`src/hdl/lctr_ram.sv`:
```
// Generic simple dual-port RAM: one write port, one read port, registered read.
// No package dependencies.
module lctr_ram #(
    parameter int WIDTH = 32,
    parameter int DEPTH = 128
) (
    input  logic                                        i_clk,
    input  logic                                        i_we,
    input  logic [((DEPTH > 1) ? $clog2(DEPTH) : 1)-1:0] i_waddr,
    input  logic [WIDTH-1:0]                            i_wdata,
    input  logic                                        i_re,
    input  logic [((DEPTH > 1) ? $clog2(DEPTH) : 1)-1:0] i_raddr,
    output logic [WIDTH-1:0]                            o_rdata
);

    logic [WIDTH-1:0] r_mem [DEPTH];
    logic [WIDTH-1:0] r_rdata;

    always_ff @(posedge i_clk) begin
        if (i_we) begin
            r_mem[i_waddr] <= i_wdata;
        end
        if (i_re) begin
            r_rdata <= r_mem[i_raddr];
        end
    end

    assign o_rdata = r_rdata;

endmodule

```
`config.mk`:
```
export PLATFORM = sky130hd
export DESIGN_NAME = lctr_ram
export DESIGN_NICKNAME = d
export VERILOG_FILES = /design/src/hdl/lctr_ram.sv
export SDC_FILE = /design/constraint.sdc
export NUM_CORES = 2
export LEC_CHECK = 0
export BUFFER_PORTS_ARGS = -buffer_cell sky130_fd_sc_hd__clkbuf_2
export CORE_ASPECT_RATIO = 0.8
export CORE_MARGIN = 2
export CORE_UTILIZATION = 57
export CTS_CLUSTER_DIAMETER = 40
export DETAILED_ROUTE_END_ITERATION = 10
export GPL_TIMING_DRIVEN = 1
export PLACE_DENSITY = 0.76
export SYNTH_ARGS = -nofsm -noshare
export SYNTH_HDL_FRONTEND = slang
export SYNTH_SLANG_ARGS = --single-unit
```
`constraint.sdc`:
```
create_clock -name i_clk -period 3.6 [get_ports i_clk]
set_input_delay 0.54 -clock i_clk [delete_from_list [all_inputs] [get_ports i_clk]]
set_output_delay 0.54 -clock i_clk [all_outputs]
set_load 0.02 [all_outputs]
```
# After elaboration in Yosys (flattened, before gate mapping)
# Memories as Yosys holds them, arrays and structs flattened. A register that Yosys moved wholly into a read port is not among the register bits.
# Index checks and enable logic that the tools add are counted.
[op_classes]
n_mux = 2
[ops]
columns = ["operator", "n"]
rows = [
  ["2-to-1 mux 1 bit", 2],
]
[totals]
mem_bits_rw = 4096
inputBits = 49
memories = 1
reg_bits = 0
output_inout_bits = 32
wordCells = 3
[memory_table]
columns = ["memory", "depth", "width", "rd", "rd_ports_with_merged_regs", "write_ports", "line", "text"]
rows = [
  ["r_mem", 128, 32, 1, 1, 1, "16", "logic [WIDTH-1:0] r_mem [DEPTH];"],
]

# Logic depth before layout (Yosys ltp)
[logic_depth]
word_depth = 2
ltp_mapped = 8
ltp_nobuf = 4

# Worst setup path after synthesis
# Ideal clock, no wire load.
[synth_timing]
path_kind = "in2reg"
start = "in i_we"
end = "mem r_mem[98][0], enable pin"
stages = 3
setup_slack_ps = -179
arrival_ps = 3318
path_cell_list = "clkbuf_1 -> nand4_1 -> nor3_1"
[synth_via]
elab_chain_len = 2
[synth_lines]
columns = ["element", "line", "text"]
rows = [
  ["from (decl)", "8", "input logic i_we,"],
  ["2-to-1 mux 1 bit", "20", "if (i_we) begin"],
  ["2-to-1 mux 1 bit (implied by the code)", "21", "r_mem[i_waddr] <= i_wdata;"],
  ["to (decl)", "16", ""],
]
# No other way between the ends.

==> reports/qor.yml <==
timing:
  tightest_slew_ns: 1.31
  hold_viol: 0
  slew_viol_final: 0
  setup_viol: 0
  setup_tns_ns: 0
  clock-skew-final_ns: 0.0832
  min_period_over_period_pct: 83.1
  period_needed_ns: 2.99
  fmax_mhz: 334
  grt_setup_unrepaired: "no"
  maxSlewHeadroom_pct: 12.9
final_layout:
  fillers: 15478
  nets: 6704
  synthToLayoutAreaGrowth_pct: 16.5
  utilization_pct: 66.6
  drive_above_1_share_pct: 39.0
clocking:
  worstSkewPairLatency_ns: 0.96
  tritoncts: "built"
  cts-root-buf: "clkbuf_16"
  cts.path.max_buffers: 4
  cts_sinks: 4128
  cts_setup_buffers: 0
  clk_pin_slew_worst_paths_ns: 0.07
  htreeDepth: 5
  cts_buffers: 420
floorplan:
  core_um2: 274000
  die_w_um: 590
  pin_count: 81
  die-area_um2: 279000
  row_count: 172
  die_h_um: 473
  initial_core_util_pct: 57.2
global_routing:
  grt_pass1_wl_um: 634000
  antenna_found_initial: 70
  grt_pass1_vias: 77971
  grt_overflow_total: 0
  grt_usage_pct: 33.5
  grt_max_degree: 129
synthesis:
  ys.flop_type: "edfxtp_1"
  postSynthNetCount: 6039
  synth_area_leader_cell: "edfxtp_1"
  yosysWarnings: 0
  syn_inst: 5990
  synth_cell_types: 16
  synth_edf_count: 4128
  synth_top_area_share_pct: 79.2
  ys_ff_latch: 4128
  syn_area_um2: 157000
  yosys-top-cells-area: "edfxtp_1 79%, mux4_2 19%, clkbuf_1 0.44%, nor2_1 0.29%, buf_2 0.25%"
  syn_area_per_cell_um2: 26.1
  async_flop_share_pct: 0
  yosysSeqAreaShare_pct: 79.2
status:
  status: "completed"
routing:
  drt_iter0_drc: 14348
  drtPass1Iterations: 8
  post_drt_wl_per_cell_um: 43.2
  drc: 0
  wl_um: 462000
  vias: 78393
  drtAntennaViolNets: 0
  via_per_inst: 7.33
worst_setup_path:
  cp_max_fo: 15
  end_kind: "flip-flop"
  startpoint_type: "input port"
  worstPathRequired_ns: 4.29
  cp.arrival_ns: 3.68
  criticalPathCategory: "input port to flip-flop"
  r2r_slack_ns: 0.78
place:
  numPortBuffers: 80
  gp_congestion: 0.870
  hpwl_um: 235000
power_and_ir_drop:
  peakVddDrop_uv: 508
  power_density_nw_per_um2: 574
  p_leak_nw: 56.5
job:
  maxCapViolations: 0
min_path:
  hp-class: "input port to flip-flop"
cells in the final DEF (no fill, tap or decap), types with 4 or more instances in the layout:
cell type / instances
buf_12: 241
buf_4: 272
bufinv_16: 59
clkbuf_1: 54
clkbuf_16: 426
clkbuf_2: 42
clkinv_1: 57
clkinv_2: 47
clkinv_4: 26
clkinv_8: 4
clkinvlp_4: 39
diode_2: 33
edfxtp_1: 4128
inv_6: 47
inv_8: 9
mux2_2: 32
mux4_2: 1344
nand2_1: 11
nand3_1: 8
nand3_2: 4
nor2_4: 119
nor2b_1: 7
nor3_4: 6
cell families after synthesis:
| family | after synthesis | synth area share (%) |
|---|---|---|
| flip-flops | 4128 | 79.2 |
| multiplexers | 1376 | 19.6 |
| buffers and inverters | 316 | 0.837 |
| AND/OR/NAND/NOR | 170 | 0.445 |
power breakdown:
part	total, mW	switching [mW]	internal (mW)
Sequential	53.3	0.167	53.1
Combinational	5.82	3.58	2.24
Clock	45.7	19.4	26.2
Total	105	23.2	81.6
through the flow:
step	setup slack, ns	instance area [µm²]	power (mW)	instances	hold WS (ns)
2_1_floorplan	-0.179	157000	56.8	5990	0.639
3_3_place_gp	-0.247	168000	59.7	9886	0.962
3_5_place_dp	-0.285	168000	59.8	9886	0.979
4_1_cts	0.706	182000	105	10660	0.0763
5_1_grt	0.635	182000	107	10661	0.110
6_report	0.610	182000	105	10693	0.120
repair_timing:
action,4_1_cts,5_1_grt
endpoints found under the hold margin,3,0
hold buffers,1,0
gates resized for setup,0,0
worst max-delay path: stages:
cell and delay (ns):
buf_12 0.14, buf_12 0.22, buf_12 0.24, buf_12 0.20, buf_4 0.18, mux4_2 0.51, mux4_2 0.65, mux4_2 0.61
mux2_2 0.30
registers in the layout, summed over array words and instances (netlist names):
name / cells
r_mem: 4096
o_rdata: 32
final cells by class:
| type | instances | area [µm²] | share of cell area (%) |
|---|---|---|---|
| antenna | 33 | 82.6 | 0.0453 |
| clock buffer | 480 | 10900 | 5.96 |
| clock inverter | 293 | 3440 | 1.89 |
| multi-input combinational | 1546 | 32300 | 17.7 |
| sequential | 4128 | 124000 | 68.0 |
| tap | 3654 | 4570 | 2.51 |
| timing repair buffer | 559 | 7130 | 3.91 |
metal layers:
metal / wire length, µm / track usage (%) / part of all wire (%)
met5: 434 / 0 / 0.094
met1: 149000 / 44.1 / 32
met3: 76700 / 13.2 / 17
met4: 22200 / 13.4 / 4.8
met2: 214000 / 50.8 / 46
path summary, 6_finish.rpt:
kind / start / endpoint / depth (start not counted)
setup / recovery: i_raddr[0] / o_rdata[6] / 9
hold / removal: i_wdata[16] / r_mem[113][16] / 1
setup reg to reg: r_mem[21][26] / o_rdata[26] / 4
hold reg to reg: r_mem[127][25] / o_rdata[25] / 4
synth_stat cells (all sizes together) (2+ instances only):
| cell | n |
|---|---|
| buf | 134 |
| clkbuf | 182 |
| edfxtp | 4128 |
| mux2 | 32 |
| mux4 | 1344 |
| nand2 | 14 |
| nand2b | 2 |
| nand3 | 12 |
| nand4 | 3 |
| nor2 | 122 |
| nor2b | 7 |
| nor3 | 9 |
Power figures use the tool's default switching activity.
