**src/hdl/lctr_pkg.sv**
```systemverilog
// Shared types and constants for the LC-trie route lookup block.
// Used by lctr_walk and lc_trie_route_lookup_top; no dependencies.
package lctr_pkg;

    // Table sizes
    localparam int NODE_ENTRIES = 128;
    localparam int HOP_ENTRIES  = 16;
    localparam int HOP_WIDTH    = 16;

    localparam int NODE_AW = (NODE_ENTRIES > 1) ? $clog2(NODE_ENTRIES) : 1;
    localparam int HOP_AW  = (HOP_ENTRIES > 1) ? $clog2(HOP_ENTRIES) : 1;

    // Node word layout
    localparam int BRANCH_LSB = 27;
    localparam int SKIP_LSB   = 22;
    localparam int FIELD_W    = 5;
    localparam int ADDR_W     = 22;
    localparam int IP_BITS    = 32;
    localparam int POS_W      = 6;

    typedef enum logic [1:0] {
        KIND_NODE_WR = 2'd0,
        KIND_HOP_WR  = 2'd1,
        KIND_LOOKUP  = 2'd2
    } t_kind;

    typedef enum logic [1:0] {
        ST_IDLE,
        ST_NODE,
        ST_HOP,
        ST_RESULT
    } t_state;

    typedef struct packed {
        t_kind       kind;
        logic [6:0]  entry_index;
        logic [31:0] entry_word;
        logic [31:0] ip_address;
    } t_req;

    typedef struct packed {
        logic [15:0] next_hop;
        logic        fault;
    } t_rsp;

    typedef struct packed {
        logic               we;
        logic [NODE_AW-1:0] waddr;
        logic [31:0]        wdata;
        logic               re;
        logic [NODE_AW-1:0] raddr;
    } t_node_cmd;

    typedef struct packed {
        logic                 we;
        logic [HOP_AW-1:0]    waddr;
        logic [HOP_WIDTH-1:0] wdata;
        logic                 re;
        logic [HOP_AW-1:0]    raddr;
    } t_hop_cmd;

    typedef struct packed {
        logic valid;
        t_rsp rsp;
    } t_walk_res;

endpackage

```
**src/hdl/lctr_walk.sv**
```systemverilog
// Request decoder and trie walk sequencer: issues table writes and walks the trie
// one node read per level. Depends on lctr_pkg.
module lctr_walk (
    input  logic                                i_clk,
    input  logic                                i_rst_n,
    input  logic                                i_req_valid,
    input  lctr_pkg::t_req                      i_req,
    output logic                                o_req_stall,
    output lctr_pkg::t_node_cmd                 o_node,
    input  logic [31:0]                         i_node_rdata,
    output lctr_pkg::t_hop_cmd                  o_hop,
    input  logic [lctr_pkg::HOP_WIDTH-1:0]      i_hop_rdata,
    output lctr_pkg::t_walk_res                 o_res,
    input  logic                                i_res_ready
);

    lctr_pkg::t_state r_state, n_state;
    logic [31:0]                  r_ip, n_ip;
    logic [lctr_pkg::POS_W-1:0]   r_pos, n_pos;
    logic [15:0]                  r_hop, n_hop;
    logic                         r_fault, n_fault;

    logic                         req_take;
    logic [lctr_pkg::FIELD_W-1:0] nd_branch;
    logic [lctr_pkg::FIELD_W-1:0] nd_skip;
    logic [lctr_pkg::ADDR_W-1:0]  nd_addr;
    logic [lctr_pkg::POS_W-1:0]   pos_cur;
    logic [lctr_pkg::POS_W:0]     pos_end;
    logic [31:0]                  ip_shl;
    logic [31:0]                  ip_bits;
    logic [32:0]                  child_idx;
    logic                         past_end;
    logic                         child_ok;
    logic                         leaf_ok;

    assign req_take = i_req_valid && (r_state == lctr_pkg::ST_IDLE);

    // Node word fields and one level of the walk
    assign nd_branch = i_node_rdata[lctr_pkg::BRANCH_LSB +: lctr_pkg::FIELD_W];
    assign nd_skip   = i_node_rdata[lctr_pkg::SKIP_LSB +: lctr_pkg::FIELD_W];
    assign nd_addr   = i_node_rdata[lctr_pkg::ADDR_W-1:0];
    assign pos_cur   = r_pos + lctr_pkg::POS_W'(nd_skip);
    assign pos_end   = (lctr_pkg::POS_W+1)'(pos_cur) + (lctr_pkg::POS_W+1)'(nd_branch);
    assign past_end  = pos_end > (lctr_pkg::POS_W+1)'(lctr_pkg::IP_BITS);
    assign ip_shl    = r_ip << pos_cur;
    assign ip_bits   = ip_shl >> (lctr_pkg::POS_W'(lctr_pkg::IP_BITS)
                                  - lctr_pkg::POS_W'(nd_branch));
    assign child_idx = 33'(nd_addr) + 33'(ip_bits);
    assign child_ok  = child_idx < 33'(lctr_pkg::NODE_ENTRIES);
    assign leaf_ok   = 33'(nd_addr) < 33'(lctr_pkg::HOP_ENTRIES);

    // Next state
    always_comb begin
        n_state = r_state;
        case (r_state)
            lctr_pkg::ST_IDLE: begin
                if (req_take && i_req.kind == lctr_pkg::KIND_LOOKUP) begin
                    n_state = lctr_pkg::ST_NODE;
                end
            end
            lctr_pkg::ST_NODE: begin
                if (nd_branch == '0) begin
                    n_state = leaf_ok ? lctr_pkg::ST_HOP : lctr_pkg::ST_RESULT;
                end else if (past_end || !child_ok) begin
                    n_state = lctr_pkg::ST_RESULT;
                end
            end
            lctr_pkg::ST_HOP: begin
                n_state = lctr_pkg::ST_RESULT;
            end
            lctr_pkg::ST_RESULT: begin
                if (i_res_ready) begin
                    n_state = lctr_pkg::ST_IDLE;
                end
            end
            default: begin
                n_state = lctr_pkg::ST_IDLE;
            end
        endcase
    end

    // Outputs and datapath
    always_comb begin
        n_ip    = r_ip;
        n_pos   = r_pos;
        n_hop   = r_hop;
        n_fault = r_fault;
        o_node  = '0;
        o_hop   = '0;
        o_node.waddr = lctr_pkg::NODE_AW'(i_req.entry_index);
        o_node.wdata = i_req.entry_word;
        o_hop.waddr  = lctr_pkg::HOP_AW'(i_req.entry_index);
        o_hop.wdata  = lctr_pkg::HOP_WIDTH'(i_req.entry_word);
        o_hop.raddr  = lctr_pkg::HOP_AW'(nd_addr);
        o_req_stall  = (r_state != lctr_pkg::ST_IDLE);
        o_res.valid  = (r_state == lctr_pkg::ST_RESULT);
        o_res.rsp.next_hop = r_hop;
        o_res.rsp.fault    = r_fault;
        case (r_state)
            lctr_pkg::ST_IDLE: begin
                if (req_take) begin
                    case (i_req.kind)
                        lctr_pkg::KIND_NODE_WR: begin
                            o_node.we = 32'(i_req.entry_index) < 32'(lctr_pkg::NODE_ENTRIES);
                        end
                        lctr_pkg::KIND_HOP_WR: begin
                            o_hop.we = 32'(i_req.entry_index) < 32'(lctr_pkg::HOP_ENTRIES);
                        end
                        lctr_pkg::KIND_LOOKUP: begin
                            // Start at the root
                            o_node.re    = 1'b1;
                            o_node.raddr = '0;
                            n_ip         = i_req.ip_address;
                            n_pos        = '0;
                        end
                        default: begin
                            // Drop the unused kind
                        end
                    endcase
                end
            end
            lctr_pkg::ST_NODE: begin
                if (nd_branch == '0) begin
                    if (leaf_ok) begin
                        o_hop.re = 1'b1;
                    end else begin
                        n_hop   = '0;
                        n_fault = 1'b1;
                    end
                end else if (past_end || !child_ok) begin
                    n_hop   = '0;
                    n_fault = 1'b1;
                end else begin
                    // Advance to the child
                    o_node.re    = 1'b1;
                    o_node.raddr = lctr_pkg::NODE_AW'(child_idx);
                    n_pos        = lctr_pkg::POS_W'(pos_end);
                end
            end
            lctr_pkg::ST_HOP: begin
                n_hop   = 16'(i_hop_rdata);
                n_fault = 1'b0;
            end
            default: begin
            end
        endcase
    end

    always_ff @(posedge i_clk) begin
        if (!i_rst_n) begin
            r_state <= lctr_pkg::ST_IDLE;
        end else begin
            r_state <= n_state;
        end
        r_ip    <= n_ip;
        r_pos   <= n_pos;
        r_hop   <= n_hop;
        r_fault <= n_fault;
    end

`ifndef SYNTHESIS
    a_lookup_reads_root: assert property (@(posedge i_clk) disable iff (!i_rst_n)
        (req_take && i_req.kind == lctr_pkg::KIND_LOOKUP) |=> (r_state == lctr_pkg::ST_NODE))
        else $error("lookup did not start the walk");
    a_pos_bounded: assert property (@(posedge i_clk) disable iff (!i_rst_n)
        (r_state == lctr_pkg::ST_NODE) |-> (r_pos <= lctr_pkg::POS_W'(lctr_pkg::IP_BITS)))
        else $error("bit position ran past the address");
    a_hop_after_node: assert property (@(posedge i_clk) disable iff (!i_rst_n)
        (r_state == lctr_pkg::ST_HOP) |-> ($past(r_state) == lctr_pkg::ST_NODE))
        else $error("next hop read without a leaf");
    a_node_port_exclusive: assert property (@(posedge i_clk) disable iff (!i_rst_n)
        !(o_node.we && o_node.re))
        else $error("node memory written and read in one cycle");
`endif

endmodule

```
**config.mk**
```make
export PLATFORM = sky130hd
export DESIGN_NAME = lctr_walk
export DESIGN_NICKNAME = d
export VERILOG_FILES = /design/src/hdl/lctr_pkg.sv /design/src/hdl/lctr_walk.sv
export SDC_FILE = /design/constraint.sdc
export NUM_CORES = 1
export LEC_CHECK = 0
export BUFFER_PORTS_ARGS = -buffer_cell sky130_fd_sc_hd__buf_2
export CORE_MARGIN = 5
export CORE_UTILIZATION = 45
export DETAILED_ROUTE_END_ITERATION = 8
export PLACE_DENSITY = 0.71
export SLEW_MARGIN = 40
export SYNTH_ARGS = -nofsm -noshare
export SYNTH_HDL_FRONTEND = slang
export SYNTH_SLANG_ARGS = --single-unit
```
**constraint.sdc**
```tcl
create_clock -name i_clk -period 10.1 [get_ports i_clk]
set_input_delay 1.515 -clock i_clk [delete_from_list [all_inputs] [get_ports i_clk]]
set_output_delay 1.515 -clock i_clk [all_outputs]
set_load 0.03 [all_outputs]
```
---- After elaboration in Yosys (flattened, before gate mapping) ----
Cells that the tools add are included.
word-level totals
  output and inout port bits .............. 93
  word-level logic and storage cells ...... 75
  input port bits ......................... 125
  bits in registers ....................... 57
cells by class
  add/sub/neg operators ................... 4
  shifts and indexed selects .............. 2
  multiplexer cells ....................... 33
  magnitude comparators ................... 4
  eq/ne operators ......................... 13
  reduce and logical (&&, ||, !) cells .... 14
operators by type and width
  kind                                                                              count
  16-bit 2-to-1 mux                                                                 3
  22-bit by 32-bit adder with 33-bit output                                         1
  33-bit by 8-bit < comparator with 1-bit output (second input constant)            1
  8-bit 2-to-1 mux                                                                  4
  16-bit case mux with 2 select lines                                               1
  32-bit by 6-bit << shifter with 32-bit output                                     1
  32-bit by 6-bit >> shifter with 32-bit output                                     1
  6-bit 2-to-1 mux                                                                  4
  22-bit by 5-bit < comparator with 1-bit output (second input constant)            1
  8-bit case mux with 2 select lines                                                1
  1-bit 2-to-1 mux                                                                  13
  6-bit case mux with 2 select lines                                                1
  3-bit AND reduction                                                               3
  2-bit 2-to-1 mux                                                                  4
  2-bit case mux with 4 select lines                                                1
  6-bit by 5-bit adder with 7-bit output                                            1
  7-bit by 6-bit greater-than comparator with 1-bit output (second input constant)  1
  7-bit by 5-bit < comparator with 1-bit output (second input constant)             1
  6-bit by 5-bit adder with 6-bit output                                            1
  2-bit == test (second input constant)                                             3
  2-bit by 1-bit != test with 1-bit output (second input constant)                  3
  2-bit != test (second input constant)                                             3
  3-bit != test (second input constant)                                             2
  2-bit nonzero test                                                                3
  other kinds (9)                                                                   12

---- Logic depth before layout (Yosys ltp) ----
Gate-level depths: netlist of run 1.
  word-level depth ........................ 10
  gate-level depth with buffers ........... 32
  mapped depth without buffers ............ 31

---- Worst setup path after synthesis of run 1 ----
No wires, ideal clock.
  path type ............................... input to output
  start point ............................. input port i_node_rdata[27]
  end point ............................... output port o_node[2] in the netlist's numbering
  data arrival time ....................... 8.045 ns
  cell stages on the path ................. 28
  setup slack ............................. 0.540 ns
  required time ........................... 8.585 ns
  path through ............................ clkbuf_1 > inv_1 > clkbuf_1 > buf_1 > ha_1 > clkbuf_1 > inv_1 > clkbuf_1 > clkbuf_1 > buf_1 > mux2i_1 > mux2i_1 > o21ai_0 > a211oi_1 > ha_1 > fa_1 > a21o_1 > a211oi_1 > o21ai_0 > a31oi_1 > a211oi_1 > a41o_1 > a21o_1 > nor3_1 > a31oi_1 > a221o_1 > nand4b_2 > nor2_1
RTL lines
  item                RTL line         text
  start: declaration  lctr_walk.sv:10  input logic [31:0] i_node_rdata,
  end: declaration    lctr_walk.sv:9   output lctr_pkg::t_node_cmd o_node,

==> results.cfg, run 1 <==
[status]
status = finished, final reports clean

[power]
p_int_mw = 1.20
peakVddDrop_mv = 0.164
p_per_area_mw_per_mm2 = 247
netSwitchingFraction_pct = 47.7
leakagePower_nw = 3.89
combPwrFrac_pct = 71.5
seqPwrFrac_pct = 14.8
clock_power_share_pct = 13.6
power_switching_mw = 1.10

[synthesis]
synth.ff_latch_count = 57
async_reset_ff_share_pct = 0
ys_types = 94
synth-main-ff-cell = edfxtp_1
syn_nets = 1130
yosys_warnings = 0
synth_cells = 967
synth_area_sq_mm = 0.00836
synth_edf_count = 55
syn_avg_cell_area_sq_um = 8.64
ys_seq_area_share_pct = 20.2

[floorplanning]
io-pin-count = 218
fp-row-count = 49
die-height_um = 146
placeableCoreArea_sq_mm = 0.0181
dieArea_sq_mm = 0.0214
start_util_pct = 46.1
die_w_um = 146

[clock_network]
clk_latency_ps = 330
cts-buffers-inserted = 9
ctsHoldBuffers = 0
clock-sinks = 57
h-tree-depth = 3
path_clk_slew_ps = 50
clk_path_buf_depth = 2
root_buffer = clkbuf_16
cts_tree = built

[placement]
dpl_cell_area_sq_mm = 0.00894
io_buffers = 125
finalWeightedCongestion = 0.966
hpwl_mm = 18.8

[critical_path]
arrival_ps = 8200
max_stage_delay_ps = 530
cp-end-kind = primary output
worstSetupPathType = in2out
critPathLaunchType = input pin
cp_data_required_time_ps = 8590
reg2reg_from = r_pos[0]$_SDFFCE_PN0P_
critPathLaunch = i_node_rdata[22]
crit_fanout = 36
cp_slowest_cell = mux4_2

[timing]
fmax_mhz = 103
rsz0062_at_grt = no
period_share_pct = 96.2
hold_viol = 0
fin_crit_ps = 9720
finalClockSkew_ps = 11.0
setup_violations = 0
worst_pin_slew_ps = 823
relSlewSlack_pct = 45.0
setup_tns_ps = 0
slew_violations = 0

[min_path]
hold_class = reg2reg
min_from = r_state[1]$_SDFFE_PN0P_

[grt]
grt_max_degree = 45
grt_usage_pct = 21.2
grt_pass1_vias = 7449
antenna_found_initial = 0
grt_pass1_wl_mm = 37.8
overflow = 0

[layout]
antennaDiodeCount = 0
fin_util_pct = 51.4
fin_area_sq_mm = 0.00932
nets = 1198
drive_gt1_share_pct = 26.2
multi_input_area_sq_mm = 0.00586
nFillCells = 1729
area_delta_synth_final_pct = 11.5
register_area_sq_mm = 0.00169

[drt]
drc = 0
vias = 7739
ant_nets = 0
wire_per_inst_um = 18.5
drt-total-wl_mm = 23.4
first_iter_violations = 691
dr.pass1.iters = 6
via_per_inst = 6.10

[job]
maxCapViolations = 0
## logic make-up after synthesis
| kind of cell | after synthesis | synth area share (%) |
|---|---|---|
| muxes | 127 | 19.6 |
| adders and majority gates | 40 | 6.11 |
| AOI/OAI and AO/OA | 257 | 21.6 |
| xor gates and xnor gates | 30 | 3.46 |
| DFF | 57 | 20.2 |
| buffers and inverters | 149 | 10.8 |
| and+or+nand+nor | 307 | 18.2 |
## cells in the mapped netlist, drive strengths merged, types with 3 or more instances
library cell | instances | area share (%)
nor2 | 90 | 4.0
buf | 84 | 7.9
mux2i | 83 | 10
nand2 | 66 | 3.0
o21ai | 58 | 3.5
a21oi | 56 | 3.4
edfxtp | 55 | 20
a211oi | 39 | 3.6
ha | 36 | 5.4
clkbuf | 35 | 1.6
nand3 | 34 | 2.0
nor3 | 34 | 2.2
inv | 30 | 1.3
and2 | 24 | 1.8
mux4 | 24 | 6.7
xnor2 | 22 | 2.4
mux2 | 20 | 2.7
a21o | 17 | 1.5
o211ai | 11 | 1.1
nand4 | 9 | 0.67
nor4 | 8 | 0.60
xor2 | 8 | 1.1
and3 | 7 | 0.52
o22a | 7 | 0.73
or3 | 7 | 0.52
nand2b | 6 | 0.45
o21bai | 6 | 0.54
a31oi | 5 | 0.37
a2111oi | 4 | 0.42
nor3b | 4 | 0.48
o2111ai | 4 | 0.42
a221o | 3 | 0.36
a41oi | 3 | 0.31
nand4b | 3 | 0.39
nor2b | 3 | 0.22
o211a | 3 | 0.36
o21a | 3 | 0.27
o311a | 3 | 0.36
o31ai | 3 | 0.43
or2 | 3 | 0.22
## final cells by class
class / count / share of cell area [%]
clock buffer: 10 / 2.46
clock inverter: 6 / 0.886
inverter: 30 / 1.21
multi-input combinational: 761 / 62.9
sequential: 57 / 18.2
tap: 229 / 3.07
timing repair buffer: 176 / 11.4
## metal layers
layer / share of wire (%) / global-route usage (%)
met5: 0 / 0
met4: 2.4 / 6.77
met3: 6.7 / 4.46
met2: 47 / 35.5
met1: 43 / 27.5
## stage by stage
stage / hold WS (ps) / setup WS [ps] / std cells / total power, mW
2_1_floorplan: 471 / 540 / 967 / 1.57
3_3_place_gp: 488 / 236 / 1251 / 1.93
3_5_place_dp: 511 / 200 / 1251 / 1.94
4_1_cts: 520 / 181 / 1267 / 2.26
5_1_grt: 524 / 21.5 / 1269 / 2.47
6_report: 512 / 384 / 1269 / 2.30
## critical path, delay by kind of cell
kind	cells	cell delay [ps]
AOI/OAI and AO/OA	10	2140
adders and majority gates	4	1200
buffers and inverters	5	760
xor gates and xnor gates	2	300
muxes	3	1180
and+or+nand+nor	6	1100
## timing repair
item,4_1_cts,5_1_grt
resized for setup,0,13
endpoints found under the setup margin,0,8
setup buffers,0,2
## path summary, 6_finish.rpt
kind | to | slack (ps) | depth (start not counted)
worst max register to register | r_hop[9]$_SDFFCE_PP0P_ | 2280 | 27
worst min register to register | r_state[1]$_SDFFE_PN0P_ | 510 | 2
worst max-delay path | o_node[4] | 380 | 30
worst min-delay path | r_state[1]$_SDFFE_PN0P_ | 510 | 2
## power by group through the flow
stage	sequential, mW	clock (mW)	combinational (mW)
global placement	0.343	0	1.58
finish	0.341	0.313	1.64
CTS	0.342	0.321	1.60
global route	0.346	0.334	1.79
floorplan	0.394	0	1.18
detailed placement	0.346	0	1.59
## state kept, by name, summed over array words and instances, names as in the netlist
signal and flops:
r_state 2, r_hop 16, r_ip 32, r_pos 6
r_fault 1
## placed cells by master (no fill, tap or decap), drive strengths merged, types with 4 or more instances in the layout
master,count
or3,7
inv,30
o21ai,58
nor4,8
mux2i,83
nor2,90
a21o,17
mux2,20
nand2,66
nor3,34
and2,24
o22a,7
mux4,24
a211oi,39
clkbuf,10
nand2b,6
and3,7
a2111oi,4
xor2,8
o2111ai,4
xnor2,22
o21bai,6
buf,176
nand4,9
edfxtp,55
ha,36
a31oi,5
a21oi,56
nand3,34
o211ai,11
nor3b,4
Power figures use the tool's default switching activity.
==> run 2, diff against run 1 <==
--- a/config.mk
+++ b/config.mk
@@ -5,6 +5,7 @@
 export SDC_FILE = /design/constraint.sdc
 export NUM_CORES = 1
 export LEC_CHECK = 0
+export ABC_AREA = 1
 export BUFFER_PORTS_ARGS = -buffer_cell sky130_fd_sc_hd__buf_2
 export CORE_MARGIN = 5
 export CORE_UTILIZATION = 45
==> results.cfg, run 2 <==
[status]
status = finished, final reports clean

[clock_network]
h-tree-depth = 3
clk_latency_ps = 330
ctsHoldBuffers = 0
clk_path_buf_depth = 2
clock-sinks = 57
root_buffer = clkbuf_16
path_clk_slew_ps = 60
cts_tree = built
cts-buffers-inserted = 9

[synthesis]
ys_top_cells_by_count = nand2_1 (346), nand3_1 (222), nor2_1 (85)
ys_types = 50
ys_seq_area_share_pct = 21.8
async_reset_ff_share_pct = 0
syn_avg_cell_area_sq_um = 6.30
synth_cells = 1232
synth-main-ff-cell = edfxtp_1
synth_edf_count = 55
syn_nets = 1395
synthTopCellsByArea = edfxtp_1 (21%), nand2_1 (17%), nand3_1 (14%), buf_4 (6.9%), ha_1 (5.8%)
synth_area_sq_mm = 0.00776
yosysTopAreaCell = edfxtp_1
synth.ff_latch_count = 57
yosysTopAreaCellShare_pct = 21.3
yosysMostFrequentCell = nand2_1
yosys_warnings = 0

[timing]
setup_tns_ps = 0
finalClockSkew_ps = 10.2
hold_viol = 0
period_share_pct = 92.6
fmax_mhz = 107
rsz0062_at_grt = no
slew_violations = 0
setup_violations = 0
worst_pin_slew_ps = 802
relSlewSlack_pct = 46.3
fin_crit_ps = 9350
hold_slack_ps = 554

[critical_path]
worstSetupPathType = in2out
cp.depth = 35
critPathLaunch = i_node_rdata[22]
arrival_ps = 7830
reg2reg_to = r_hop[14]$_SDFFCE_PP0P_
reg2reg_depth = 35
crit_path_end = o_node[2]
cp-end-kind = primary output
worst-path-buf-inv = 6
reg2reg_from = r_pos[0]$_SDFFCE_PN0P_
max_stage_delay_ps = 650
critPathLaunchType = input pin
cp_slowest_cell = fa_1
crit_family = simple AND/OR/NAND/NOR gates
crit_fanout = 13
cp_data_required_time_ps = 8590
rrSetupSlack_ps = 3030

[drt]
drc = 0
first_iter_violations = 685
dr.pass1.iters = 5
vias = 8273
ant_nets = 0
drt-total-wl_mm = 22.8
via_per_inst = 5.55
wire_per_inst_um = 15.3

[placement]
io_buffers = 125
hpwl_mm = 18.0
dpl_cell_area_sq_mm = 0.00802
finalWeightedCongestion = 0.955

[grt]
grt_pass1_wl_mm = 36.5
grt_max_degree = 38
overflow = 0
grt_usage_pct = 22.0
antenna_found_initial = 0
grt_pass1_vias = 7661

[floorplanning]
placeableCoreArea_sq_mm = 0.0171
start_util_pct = 45.3
fp-row-count = 48
die-height_um = 141
io-pin-count = 218
dieArea_sq_mm = 0.0200
die_w_um = 141

[layout]
drive_gt1_share_pct = 14.9
largest_registers = r_ip x32, r_hop x16, r_pos x6
nets = 1424
antennaDiodeCount = 0
area_delta_synth_final_pct = 7.71
final_cell_mix = nand2_1 (344), nand3_1 (222), buf_2 (125)
nFillCells = 1805
final_common_cell = nand2_1
fin_util_pct = 48.8
regMostFlops = r_ip
largest_reg_flops = 32
fin_area_sq_mm = 0.00836

[min_path]
hold_class = reg2reg

[power]
power_switching_mw = 1.03
p_per_area_mw_per_mm2 = 233
leakagePower_nw = 4.01
netSwitchingFraction_pct = 53.0
clock_power_share_pct = 15.5
peakVddDrop_mv = 0.157
combPwrFrac_pct = 66.8
p_int_mw = 0.916
seqPwrFrac_pct = 17.7

[job]
maxCapViolations = 0
-- run 2: cell count changes after synthesis, moves of 12 or more --
cell / delta
o21ai_0: +25
inv_1: +53
nand3_1: +188
clkbuf_1: -12
and2_1: -24
nand4_1: +26
nand2_1: +280
mux4_2: -18
mux2i_1: -66
a211oi_1: -38
nor3_1: -22
mux2_2: -18
buf_2: +15
a21o_1: -15
-- run 2: how the worst min path moves through the flow --
stage	depth (start not counted)	end	slack, ps	startpoint
final	2	r_state[1]$_SDFFE_PN0P_	550	r_state[1]$_SDFFE_PN0P_
after global routing	2	r_state[1]$_SDFFE_PN0P_	580	r_state[1]$_SDFFE_PN0P_
after CTS	2	r_state[1]$_SDFFE_PN0P_	550	r_state[1]$_SDFFE_PN0P_
after detailed placement	2	r_state[1]$_SDFFE_PN0P_	550	r_state[1]$_SDFFE_PN0P_
after global placement	2	r_state[1]$_SDFFE_PN0P_	540	r_state[1]$_SDFFE_PN0P_
after floorplan	2	r_state[1]$_SDFFE_PN0P_	500	r_state[1]$_SDFFE_PN0P_
-- run 2: kinds of logic after synthesis --
logic type,count (synthesis),share of synthesized area (%)
buffers and inverters,211,14.2
AND/OR/NAND/NOR,723,41.3
multiplexers,15,1.94
AO/OA/AOI/OAI,166,11.7
flip-flops,57,21.8
adder cells (fa/ha/maj),38,6.32
XOR/XNOR,22,2.68
-- run 2: tightest hold or removal path, cell delays in order (launching register included) --
cell and delay, ps:
dfxtp_1 340, a21oi_1 120, nor2_1 60
-- run 2: layer usage --
| metal | vias up | GRT usage [%] | wire, um |
|---|---|---|---|
| met5 | - | 0 | 0 |
| met4 | 0 | 6.32 | 469 |
| met3 | 42 | 3.54 | 1520 |
| met2 | 301 | 38.0 | 10600 |
| met1 | 3728 | 28.4 | 10200 |
| li1 | 4202 | - | - |
-- run 2: area by class of cell --
class                      count  area, sq um  area share (%)
tap                          225          282            3.37
sequential                    57         1690            20.2
clock inverter                 7         71.3           0.854
inverter                      86          327            3.91
clock buffer                   9          225            2.70
timing repair buffer         142          753            9.01
multi-input combinational    964         5000            59.8
timing repair inverter         1         7.51          0.0898
-- run 2: power by group through the flow --
stage	clock (mW)	combinational, mW	sequential [mW]
after global placement	0	1.26	0.348
after detailed placement	0	1.26	0.349
after floorplan	0	0.968	0.401
after CTS	0.307	1.27	0.345
after global routing	0.319	1.44	0.350
final	0.302	1.30	0.345
-- run 2: stage by stage --
step / total power, mW / worst slack, ps / instances
after floorplan: 1.37 / 1480 / 1232
after global placement: 1.60 / 353 / 1473
after detailed placement: 1.61 / 247 / 1473
after CTS: 1.92 / 212 / 1489
after global routing: 2.11 / 47.5 / 1491
final: 1.95 / 752 / 1491
-- run 2: timing repair --
action / CTS / global route
endpoints found under the setup margin: 0 / 8
setup buffers: 0 / 1
gates resized for setup: 0 / 9
==> run 3, diff against run 2 <==
--- a/config.mk
+++ b/config.mk
@@ -10,7 +10,7 @@
 export CORE_MARGIN = 5
 export CORE_UTILIZATION = 45
 export DETAILED_ROUTE_END_ITERATION = 8
-export PLACE_DENSITY = 0.71
+export PLACE_DENSITY = 0.7
 export SLEW_MARGIN = 40
 export SYNTH_ARGS = -nofsm -noshare
 export SYNTH_HDL_FRONTEND = slang
==> results.cfg, run 3 (same netlist as run 2, synthesis figures left out) <==
[drt]
first_iter_violations = 701
vias = 8292
via_per_inst = 5.58
drc = 0
ant_nets = 0
drt-total-wl_mm = 22.3
wire_per_inst_um = 15.0
dr.pass1.iters = 6

[min_path]
min_to = r_state[1]$_SDFFE_PN0P_
min_path_cells = 2
hold_class = reg2reg
min_from = r_state[1]$_SDFFE_PN0P_

[critical_path]
crit_family = simple AND/OR/NAND/NOR gates
worstSetupPathType = in2out
crit_fanout = 23
cp_slowest_cell = inv_1
cp.depth = 37
rrSetupSlack_ps = 3060
arrival_ps = 7900
cp-end-kind = primary output
worst-path-buf-inv = 6
critPathLaunchType = input pin
max_stage_delay_ps = 510
reg2reg_to = r_hop[14]$_SDFFCE_PP0P_
reg2reg_from = r_pos[0]$_SDFFCE_PN0P_
cp_data_required_time_ps = 8590
reg2reg_depth = 36

[floorplanning]
io-pin-count = 218
die-height_um = 141
fp-row-count = 48
placeableCoreArea_sq_mm = 0.0171
start_util_pct = 45.3
die_w_um = 141
dieArea_sq_mm = 0.0200

[layout]
register_area_sq_mm = 0.00169
drive_gt1_share_pct = 14.5
largest_registers = r_ip x32, r_hop x16, r_pos x6
final_common_cell = nand2_1
nets = 1419
area_delta_synth_final_pct = 6.85
multi_input_area_sq_mm = 0.00499
nFillCells = 1822
antennaDiodeCount = 0
final_cell_mix = nand2_1 (344), nand3_1 (222), buf_2 (125)
largest_reg_flops = 32
regMostFlops = r_ip

[timing]
period_share_pct = 93.2
slew_violations = 0
hold_viol = 0
hold_slack_ps = 557
relSlewSlack_pct = 48.3
fin_crit_ps = 9420
finalClockSkew_ps = 9.10
setup_tns_ps = 0
setup_violations = 0
worst_pin_slew_ps = 772
rsz0062_at_grt = no
fmax_mhz = 106

[power]
p_per_area_mw_per_mm2 = 231
p_int_mw = 0.889
netSwitchingFraction_pct = 53.5
power_switching_mw = 1.02
seqPwrFrac_pct = 18.1
leakagePower_nw = 3.99
peakVddDrop_mv = 0.135
combPwrFrac_pct = 67.0
clock_power_share_pct = 15.0

[grt]
grt_usage_pct = 22.0
grt_pass1_vias = 7596
grt_max_degree = 38
antenna_found_initial = 0
grt_pass1_wl_mm = 36.5
overflow = 0

[clock_network]
cts_tree = built
clk_latency_ps = 340
h-tree-depth = 3
cts-buffers-inserted = 9
clock-sinks = 57
ctsHoldBuffers = 0
clk_path_buf_depth = 2
path_clk_slew_ps = 60
root_buffer = clkbuf_16

[placement]
hpwl_mm = 17.7
finalWeightedCongestion = 0.970
io_buffers = 125

[job]
maxCapViolations = 0

[status]
status = finished, final reports clean
[run 3: changes by cell type in the layout (fill, tap and decap cells not counted), sizes merged]
cell / delta
clkinvlp: -3
bufinv: -1
inv: +3
buf: -4
[run 3: worst register-to-register path: cells and delay by family, from the launching register on]
| family | cells | cell delay (ps) |
|---|---|---|
| simple gates | 17 | 2230 |
| fa+ha+maj | 4 | 1360 |
| compound gates | 7 | 1190 |
| buf+inv | 5 | 1010 |
| flops | 1 | 370 |
| mux | 2 | 360 |
| xor+xnor | 1 | 180 |
[run 3: worst max path at each step]
stage | startpoint | end
global route | i_node_rdata[24] | o_node[3]
global placement | i_node_rdata[26] | o_node[2]
CTS | i_node_rdata[26] | o_node[3]
floorplan | i_node_rdata[27] | o_node[0]
finish | i_node_rdata[22] | o_node[3]
detailed placement | i_node_rdata[26] | o_node[3]
[run 3: power groups by stage]
stage	combinational, mW	clock (mW)	sequential (mW)
after global placement	1.25	0	0.348
after detailed placement	1.25	0	0.350
after global routing	1.43	0.303	0.350
after CTS	1.26	0.293	0.346
final	1.28	0.286	0.345
after floorplan	0.968	0	0.401
[run 3: per-layer routing]
metal	GRT usage [%]	routed length, um
met4	5.97	542
met1	29.8	10000
met3	3.67	1600
met2	36.3	10100
met5	0	0
[run 3: layout make-up]
class / count / share of cell area, %
Clock buffer: 9 / 2.72
Clock inverter: 7 / 0.664
Inverter: 86 / 3.89
Multi-Input combinational cell: 964 / 60.2
Sequential cell: 57 / 20.4
Tap cell: 225 / 3.40
Timing Repair Buffer: 138 / 8.72
[run 3: timing repair]
| item | 4_1_cts | 5_1_grt |
|---|---|---|
| endpoints found under the setup margin | 0 | 8 |
| resized for setup | 0 | 5 |
| setup buffers | 0 | 0 |
[run 3: stage by stage]
step / worst slack, ps / area (sq um) / power (mW) / instances / utilization [%]
after floorplan: 1480 / 7760 / 1.37 / 1232 / -
after global placement: 541 / 7990 / 1.60 / 1470 / 46.7
after detailed placement: 424 / 7990 / 1.60 / 1470 / 46.7
after CTS: 394 / 8270 / 1.90 / 1486 / 48.3
after global routing: 32.1 / 8290 / 2.09 / 1486 / 48.4
final: 683 / 8290 / 1.91 / 1486 / 48.4
